$ cat src/rtl/mcsd_pkg.sv
// Shared types and constants for the multi-channel sensor debounce block.
`default_nettype none

package mcsd_pkg;

   localparam int CODE_WIDTH      = 24;
   localparam int CSR_DATA_WIDTH  = 16;
   localparam int CSR_INDEX_WIDTH = 2;
   localparam int DEF_CHANNELS    = 24;
   localparam int DEF_COUNT_WIDTH = 16;

   localparam logic [CSR_DATA_WIDTH-1:0] LOAD_VALUE_RESET    = 16'd10;
   localparam logic [CSR_DATA_WIDTH-1:0] SETTLED_VALUE_RESET = 16'd0;
   localparam logic                      ACTIVE_LEVEL_RESET  = 1'b0;

   localparam logic [CSR_INDEX_WIDTH-1:0] CSR_ACTIVE_LEVEL  = 2'd0;
   localparam logic [CSR_INDEX_WIDTH-1:0] CSR_LOAD_VALUE    = 2'd1;
   localparam logic [CSR_INDEX_WIDTH-1:0] CSR_SETTLED_VALUE = 2'd2;

   localparam logic REQ_SCAN = 1'b0;
   localparam logic REQ_TICK = 1'b1;

   typedef struct packed {
      logic                  req_type;
      logic [CODE_WIDTH-1:0] sensor_bits;
   } req_payload_type;

   typedef struct packed {
      logic                  changed;
      logic [CODE_WIDTH-1:0] stable_code;
   } rsp_payload_type;

   // Per-request control broadcast to every lane.
   typedef struct packed {
      logic scan;
      logic tick;
      logic active_level;
   } lane_ctrl_type;

endpackage

`default_nettype wire

$ cat src/rtl/mcsd_lane.sv
// One debounce lane: countdown counter and stable bit for a single sensor line.
`default_nettype none

module mcsd_lane #(
   parameter int COUNT_WIDTH = 16
) (
   input  wire logic                   clock,
   input  wire logic                   reset,
   input  wire mcsd_pkg::lane_ctrl_type ctrl,
   input  wire logic                   level,
   input  wire logic [COUNT_WIDTH-1:0] load_cnt,
   input  wire logic [COUNT_WIDTH-1:0] settled_cnt,
   output logic                        stable_in,
   output logic                        stable_ff
);
   import mcsd_pkg::*;

   logic [COUNT_WIDTH-1:0] cnt_ff;
   logic [COUNT_WIDTH-1:0] cnt_in;
   logic                   triggered;

   assign triggered = (level == ctrl.active_level);

   always_comb begin
      cnt_in    = cnt_ff;
      stable_in = stable_ff;
      if (ctrl.tick) begin
         if (cnt_ff > settled_cnt) begin
            cnt_in = cnt_ff - COUNT_WIDTH'(1);
         end
      end else if (ctrl.scan) begin
         if (triggered) begin
            // zero check wins over the settled check
            if (cnt_ff == '0) begin
               cnt_in = load_cnt;
            end else if (cnt_ff == settled_cnt) begin
               stable_in = 1'b1;
            end
         end else begin
            cnt_in    = '0;
            stable_in = 1'b0;
         end
      end
   end

   always_ff @(posedge clock) begin
      if (reset) begin
         cnt_ff    <= '0;
         stable_ff <= 1'b0;
      end else begin
         cnt_ff    <= cnt_in;
         stable_ff <= stable_in;
      end
   end

endmodule

`default_nettype wire

$ cat src/rtl/mcsd_merge.sv
// Merge stage: gathers lane bits into the stable code, flags changes, holds the response.
`default_nettype none

module mcsd_merge #(
   parameter int CHANNELS = 24
) (
   input  wire logic                    clock,
   input  wire logic                    reset,
   input  wire logic                    req_accept,
   input  wire logic                    req_scan,
   input  wire logic [CHANNELS-1:0]     lane_stable_in,
   input  wire logic [CHANNELS-1:0]     lane_stable_ff,
   input  wire logic                    rsp_ready,
   output logic                         rsp_valid,
   output mcsd_pkg::rsp_payload_type    rsp_payload,
   output logic                         req_ready
);
   import mcsd_pkg::*;

   logic [CODE_WIDTH-1:0] code_in;
   logic [CODE_WIDTH-1:0] code_cur;
   logic                  rsp_valid_ff;
   logic                  rsp_valid_in;
   rsp_payload_type       rsp_payload_ff;
   rsp_payload_type       rsp_payload_in;

   // Lines beyond the code width are dropped; missing lanes read as zero.
   for (genvar j = 0; j < CODE_WIDTH; j++) begin : g_code
      if (j < CHANNELS) begin : g_lane
         assign code_in[j]  = lane_stable_in[j];
         assign code_cur[j] = lane_stable_ff[j];
      end else begin : g_none
         assign code_in[j]  = 1'b0;
         assign code_cur[j] = 1'b0;
      end
   end

   assign req_ready = ~rsp_valid_ff | rsp_ready;

   always_comb begin
      rsp_payload_in.changed     = req_scan & (code_in != code_cur);
      rsp_payload_in.stable_code = code_in;
      rsp_valid_in               = rsp_valid_ff;
      if (req_accept) begin
         rsp_valid_in = 1'b1;
      end else if (rsp_ready) begin
         rsp_valid_in = 1'b0;
      end
   end

   always_ff @(posedge clock) begin
      if (reset) begin
         rsp_valid_ff <= 1'b0;
      end else begin
         rsp_valid_ff <= rsp_valid_in;
      end
   end

   always_ff @(posedge clock) begin
      if (req_accept) begin
         rsp_payload_ff <= rsp_payload_in;
      end
   end

   assign rsp_valid   = rsp_valid_ff;
   assign rsp_payload = rsp_payload_ff;

endmodule

`default_nettype wire

$ cat src/rtl/multi_channel_sensor_debounce.sv
// Top level of the multi-channel sensor debounce block.
//
// Debounces CHANNELS sensor lines with one countdown counter per line. Each
// request is either a scan of the lines or a timer tick; every request yields
// exactly one response with the stable code and a changed flag. All lanes
// update side by side in the cycle a request is accepted, and the response
// comes out of a register in the following cycle, so the block takes one request per
// cycle as long as responses are taken; the single response register is what
// sets that figure. Configuration writes are always accepted and take effect
// on the next request.
`default_nettype none

module multi_channel_sensor_debounce #(
   parameter int CHANNELS    = mcsd_pkg::DEF_CHANNELS,
   parameter int COUNT_WIDTH = mcsd_pkg::DEF_COUNT_WIDTH
) (
   input  wire logic                                   clock,
   input  wire logic                                   reset,
   input  wire logic                                   req_valid,
   output logic                                        req_ready,
   input  wire mcsd_pkg::req_payload_type              req_payload,
   output logic                                        rsp_valid,
   input  wire logic                                   rsp_ready,
   output mcsd_pkg::rsp_payload_type                   rsp_payload,
   input  wire logic                                   csr_valid,
   output logic                                        csr_ready,
   input  wire logic [mcsd_pkg::CSR_INDEX_WIDTH-1:0]   csr_index,
   input  wire logic [mcsd_pkg::CSR_DATA_WIDTH-1:0]    csr_data
);
   import mcsd_pkg::*;

   logic                      active_level_ff;
   logic                      active_level_in;
   logic [CSR_DATA_WIDTH-1:0] load_value_ff;
   logic [CSR_DATA_WIDTH-1:0] load_value_in;
   logic [CSR_DATA_WIDTH-1:0] settled_value_ff;
   logic [CSR_DATA_WIDTH-1:0] settled_value_in;
   logic [COUNT_WIDTH-1:0]    load_cnt;
   logic [COUNT_WIDTH-1:0]    settled_cnt;
   logic                      req_accept;
   lane_ctrl_type             lane_ctrl;
   logic [CHANNELS-1:0]       lane_stable_in;
   logic [CHANNELS-1:0]       lane_stable_ff;

   assign csr_ready = 1'b1;

   always_comb begin
      active_level_in  = active_level_ff;
      load_value_in    = load_value_ff;
      settled_value_in = settled_value_ff;
      if (csr_valid) begin
         unique case (csr_index)
            CSR_ACTIVE_LEVEL:  active_level_in  = csr_data[0];
            CSR_LOAD_VALUE:    load_value_in    = csr_data;
            CSR_SETTLED_VALUE: settled_value_in = csr_data;
            default: ;
         endcase
      end
   end

   always_ff @(posedge clock) begin
      if (reset) begin
         active_level_ff  <= ACTIVE_LEVEL_RESET;
         load_value_ff    <= LOAD_VALUE_RESET;
         settled_value_ff <= SETTLED_VALUE_RESET;
      end else begin
         active_level_ff  <= active_level_in;
         load_value_ff    <= load_value_in;
         settled_value_ff <= settled_value_in;
      end
   end

   // Fit the configured values to the counter width.
   assign load_cnt    = COUNT_WIDTH'(load_value_ff);
   assign settled_cnt = COUNT_WIDTH'(settled_value_ff);

   assign req_accept             = req_valid & req_ready;
   assign lane_ctrl.scan         = req_accept & (req_payload.req_type == REQ_SCAN);
   assign lane_ctrl.tick         = req_accept & (req_payload.req_type == REQ_TICK);
   assign lane_ctrl.active_level = active_level_ff;

   for (genvar i = 0; i < CHANNELS; i++) begin : g_lane
      logic level;
      if (i < CODE_WIDTH) begin : g_wired
         assign level = req_payload.sensor_bits[i];
      end else begin : g_open
         assign level = 1'b0;
      end

      mcsd_lane #(
         .COUNT_WIDTH(COUNT_WIDTH)
      ) u_lane (
         .clock       (clock),
         .reset       (reset),
         .ctrl        (lane_ctrl),
         .level       (level),
         .load_cnt    (load_cnt),
         .settled_cnt (settled_cnt),
         .stable_in   (lane_stable_in[i]),
         .stable_ff   (lane_stable_ff[i])
      );
   end

   mcsd_merge #(
      .CHANNELS(CHANNELS)
   ) u_merge (
      .clock          (clock),
      .reset          (reset),
      .req_accept     (req_accept),
      .req_scan       (lane_ctrl.scan),
      .lane_stable_in (lane_stable_in),
      .lane_stable_ff (lane_stable_ff),
      .rsp_ready      (rsp_ready),
      .rsp_valid      (rsp_valid),
      .rsp_payload    (rsp_payload),
      .req_ready      (req_ready)
   );

endmodule

`default_nettype wire

$ cat config.mk
export PLATFORM = sky130hd
export DESIGN_NAME = multi_channel_sensor_debounce
export DESIGN_NICKNAME = d
export VERILOG_FILES = /design/src/rtl/mcsd_pkg.sv /design/src/rtl/mcsd_lane.sv /design/src/rtl/mcsd_merge.sv /design/src/rtl/multi_channel_sensor_debounce.sv
export SDC_FILE = /design/constraint.sdc
export NUM_CORES = 2
export LEC_CHECK = 0
export ABC_AREA = 0
export BUFFER_PORTS_ARGS = -buffer_cell sky130_fd_sc_hd__buf_2
export CAP_MARGIN = 20
export CORE_MARGIN = 3
export CORE_UTILIZATION = 40
export DETAILED_ROUTE_END_ITERATION = 12
export SLEW_MARGIN = 40
export SYNTH_ARGS = -nofsm -noshare
export SYNTH_HDL_FRONTEND = slang
export SYNTH_SLANG_ARGS = --single-unit
$ cat constraint.sdc
create_clock -name clock -period 3.8 [get_ports clock]
set_input_delay 0.38 -clock clock [delete_from_list [all_inputs] [get_ports clock]]
set_output_delay 0.38 -clock clock [all_outputs]
set_load 0.005 [all_outputs]
==> Word level (Yosys, flattened, before mapping) <==
Cells that the tools add are included.
{ "classes": {"n_addsub": 24, "order_cmp": 24, "n_eq_ne": 99, "n_mux": 242, "bitwise_logic": 7, "n_reduce_logical": 54} }
{ "ops": {"columns": ["cell", "n"], "rows": [
  ["16-bit 2-to-1 mux", 120],
  ["16-bit == test", 24],
  ["16-bit > comparator", 24],
  ["16-bit zero test", 24],
  ["16-bit by 1-bit subtractor with 16-bit output, second input constant", 24],
  ["1-bit 2-to-1 mux", 122],
  ["3-bit AND reduction", 24],
  ["3-bit inequality test, second input constant", 23],
  ["2-bit by 1-bit inequality test with 1-bit output, second input constant", 23],
  ["1-bit == test", 24],
  ["24-bit inequality test", 1],
  ["2-bit AND reduction", 3],
  ["1-bit AND", 4],
  ["2-bit nonzero test", 2],
  ["3-bit by 2-bit inequality test with 1-bit output, second input constant", 1],
  ["2-bit by 1-bit == test with 1-bit output, second input constant", 1],
  ["2-bit == test, second input constant", 1],
  ["2-bit zero test", 1],
  ["2-bit inequality test, second input constant", 1],
  ["1-bit inverter", 2],
  ["1-bit OR", 1]
]} }
{ "totals": {"register_bits": 467, "in_bits": 48, "output_inout_bits": 28, "wordCells": 504} }

==> Logic depth before layout (Yosys ltp) <==
{ "depth": {"depth_word": 8, "mapped_depth": 14, "mapped_depth_nobuf": 10} }

==> Cells and area by module <==
Synthesis repeated with hierarchy kept, for this count alone.
{ "hier_totals": {"cells_unflattened": 4985, "area_unflattened_um2": 40382.5} }
{ "by_module_without_submodules": {"columns": ["mod", "instances", "cells_each", "area_per_inst_um2", "seq_area_each_um2"], "rows": [
  ["mcsd_lane (g_lane[0].u_lane ...)", 19, 196, 1560.2, 340.3],
  ["mcsd_lane (g_lane[7].u_lane ...)", 3, 222, 1672.9, 340.3],
  ["mcsd_lane (g_lane[15].u_lane ...)", 2, 199, 1620.3, 340.3],
  ["multi_channel_sensor_debounce", 1, 136, 1430.1, 660.6],
  ["mcsd_merge", 1, 61, 1048.5, 770.7]
]} }

==> Worst setup path before layout <==
OpenSTA, ideal clock, no wires.
{ "synth_timing": {"path_kind": "flip-flop to flip-flop", "from": "register settled_value_ff[11] (netlist: settled_cnt[11])", "to": "register g_lane[12].u_lane.cnt_ff[6]", "setup_time_ns": 0.086, "arrival_time_ns": 3.095, "required_time_ns": 3.714, "path_slack_ns": 0.619, "stages_incl_launch_ff": 13, "synth_period_minus_slack_ns": 3.181, "cell_sequence": "dfxtp_1 -> inv_1 -> ha_1 -> a21oi_1 -> o21ai_0 -> a2111oi_0 -> a211oi_1 -> a2111oi_0 -> or3_1 -> clkbuf_1 -> buf_2 -> nor2_1 -> a211oi_1"} }
{ "synth_via": {"elab_chain_cells": 3} }
{ "synth_lines": {"columns": ["item", "line", "rtl"], "rows": [
  ["from (decl)", "multi_channel_sensor_debounce.sv:36", "logic [CSR_DATA_WIDTH-1:0] settled_value_ff;"],
  ["from (signal assigned)", "multi_channel_sensor_debounce.sv:69", "settled_value_ff <= settled_value_in;"],
  ["16-bit > comparator", "mcsd_lane.sv:28", "if (cnt_ff > settled_cnt) begin"],
  ["2-bit by 1-bit inequality test with 1-bit output (no line)", null, null],
  ["3-bit AND reduction (no line)", null, null],
  ["to (signal assigned)", "mcsd_lane.sv:51", "cnt_ff <= cnt_in;"],
  ["to (decl)", "mcsd_lane.sv:18", "logic [COUNT_WIDTH-1:0] cnt_ff;"]
]} }
No other way between the ends.
A chain may end at the register's enable or synchronous reset.

==> results.cfg <==
[critical_path]
crit_chain = inv_1, ha_1, or4b_2, nor2_1, nand2_1, or4_1, nor3_1, nor3_1, a31oi_1, nand4_1
worstPathArrival_ns = 3.99
cp_max_fo = 5
crit_top_cell = nor3_1
crit_type = reg2reg
cp_top_family = simple AND/OR/NAND/NOR gates
start_kind = register
required_ns = 4.16
critPathBufInv = 1
cp_slowest_stage_delay_ns = 0.64
cp-end-kind = register
cp_slowest_cell = or4b_2

[global_routing]
gr-total-overflow = 0
grt_first_pass_wirelength_um = 221000
grt_max_degree = 130
antenna_found_initial = 10
grt_usage = 0.306
first_global_vias = 35000

[synth]
syn_area_um2 = 35800
synthCells = 4781
avgSynthCellArea_um2 = 7.48
ys_seq_area_frac = 0.268
synth-seq-cells = 467
synth_cell_types = 83
synth_top_cell_by_area = dfxtp_1
synth_top_area_frac = 0.247
synth-edff-count = 25
synthFlopType = dfxtp_1
synthArstFlopShare = 0
synth_area_leaders = dfxtp_1, ha_1, a21oi_1
syn-num-nets = 5237
ys_warn_count = 0

[die]
die_h_um = 305
ios = 76
die-area_um2 = 93000
start_util = 0.404
core_um2 = 88500
placementRows = 109
die_w_um = 305

[cts]
root_buffer = clkbuf_16
cts.repair.resized = 0
cts.path.max_buffers = 3
cts_buffers = 58
cts_num_sinks = 467
cts_setup_buffers = 0
cts_tree = done
clkLatencyLatePin_ns = 0.66
cts_hold_buf = 17
htreeDepth = 2
path_clk_slew_ns = 0.06

[detailed_routing]
drc_errors = 0
drtPass1Iterations = 6
vias_per_cell = 6.40
ant_nets = 0
vias = 38600
wl_um = 148000
drt_iter0_drc = 4632
wire_per_inst_um = 24.6

[sta]
fin_skew_ns = 0.0267
max_freq_ghz = 0.276
final_max_slew_viol_count = 0
tns_ns = 0
worst_slew_pin_slew_ns = 0.957
finalSetupViolCount = 0
hold_viol_final = 0
maxSlewHeadroom = 0.360
grt_setup_unrepaired = false
min_period_ns = 3.62
finalCritPeriodShare = 0.953

[final_layout]
area_growth_pct = 12.8
final_util = 0.456
final_layout_size_suffix_gt1_frac = 0.0969
fillers = 8833
nets = 5267

[power]
ir_drop_mv = 0.436
leakagePower_nw = 16.0
power.density_nw_per_um2 = 632

[placed_design]
gp_congestion = 0.962
dpl.hpwl_um = 98200
portBuffers = 74

[outcome]
outcome = finished, final reports clean

[flow_run]
drv_cap = 0

[hold_path]
hold_path.class = in2reg
## synth_stat cells (21+ instances only)
library cell and number:
o211ai_1 29, inv_1 125, nand4_1 106, o21ai_0 394
dfxtp_1 442, xor2_1 38, clkbuf_1 262, a211oi_1 65
a221oi_1 25, nand2b_1 26, or3_1 68, a21o_1 71
nand3b_1 25, o31ai_1 21, nand2_1 434, nor2_1 467
and2_1 34, a22oi_1 35, or4_1 41, a311oi_1 41
nor3_1 156, and3_1 21, o32ai_1 35, nor4_1 77
edfxtp_1 25, xnor2_1 54, nor2b_1 53, a21oi_1 522
buf_1 30, mux2i_1 34, a31oi_1 84, ha_1 408
or2_2 27, o22ai_1 56, nand3_1 218
## tightest hold or removal path, delay by kind of cell
family                 cells  cell delay, ns
buffers and inverters      1            0.07
and+or+nand+nor            1            0.14
AOI/OAI and AO/OA          1            0.08
## final cells by class
cell class,instances,area [um2],share of cell area
tap,1165,1460,0.0361
multi-input combinational,3877,24600,0.610
inverter,127,477,0.0118
sequential,467,9620,0.238
clock buffer,82,1680,0.0415
antenna,1,2.50,0.0000621
clock inverter,28,269,0.00667
timing repair buffer,280,2230,0.0552
## worst paths after layout
kind	depth (start not counted)	endpoint	startpoint	slack, ns
max	10	u_merge.rsp_payload[24]	g_lane[8].u_lane.cnt_ff[0]	0.18
min	3	u_merge.rsp_valid	rsp_ready	0.07
max reg2reg	10	u_merge.rsp_payload[24]	g_lane[8].u_lane.cnt_ff[0]	0.18
min reg2reg	2	settled_cnt[10]	settled_cnt[10]	0.47
## layer usage
layer,track usage,share of wire,up-vias
met5,0,0.00038,-
met4,0.155,0.057,8
met3,0.0594,0.11,408
met2,0.458,0.42,1990
met1,0.418,0.42,18200
li1,-,-,18000
## sequential cells by signal (all words and copies together), names as in the netlist
signal,cells
settled_cnt,16
load_cnt,16
g_lane.u_lane.cnt_ff,384
active_level_ff,1
g_lane.u_lane.stable_ff,24
u_merge.rsp_payload,25
u_merge.rsp_valid,1
## cells by family after synthesis
group	after synthesis	share of synthesized area
multiplexers	34	0.00952
XOR/XNOR	92	0.0225
buffers and inverters	437	0.0470
AO/OA/AOI/OAI	1535	0.263
adder cells (fa/ha/maj)	408	0.143
other	1	0.000105
AND/OR/NAND/NOR	1807	0.247
flip-flops	467	0.268
## cells in the final DEF, fill, tap and decap left out, types with 21 or more instances in the layout
cell type and n:
a311oi_1 41, or3_1 68, nand4_1 106, nand3_1 218, nor4_1 77, o31ai_1 21, or2_2 27, edfxtp_1 25
nor2b_1 52, a211oi_1 65, or4_1 41, dfxtp_1 432, mux2i_1 34, o21ai_0 394, nand2b_1 26, nand2_1 429
o32ai_1 35, a21oi_1 521, a22oi_1 35, o22ai_1 56, o211ai_1 29, xor2_1 38, a21o_1 71, inv_1 109
and2_1 34, buf_2 73, nor3_1 153, buf_4 169, xnor2_1 50, a31oi_1 84, ha_1 408, and3_1 21
clkbuf_16 61, a221oi_1 25, nand3b_1 25, nor2_1 463
## power breakdown
group	total (mW)	switching (mW)	internal, mW
sequential	6.83	1.09	5.75
clock	5.83	2.44	3.39
combinational	12.8	7.77	5.06
total	25.5	11.3	14.2
## per-stage QoR
stage               hold slack [ns]  area, um2  instances  power, mW  setup WS [ns]
floorplan                     0.436      35800       4781       16.0          0.619
global placement              0.455      38100       5898       19.2          0.165
detailed placement            0.459      38200       5899       19.4          0.268
CTS                          0.0594      40300       6026       25.2          0.251
global route                 0.0887      40300       6026       27.3         0.0176
finish                       0.0741      40300       6027       25.5          0.179
No activity file was read; power rests on OpenSTA's default activity.
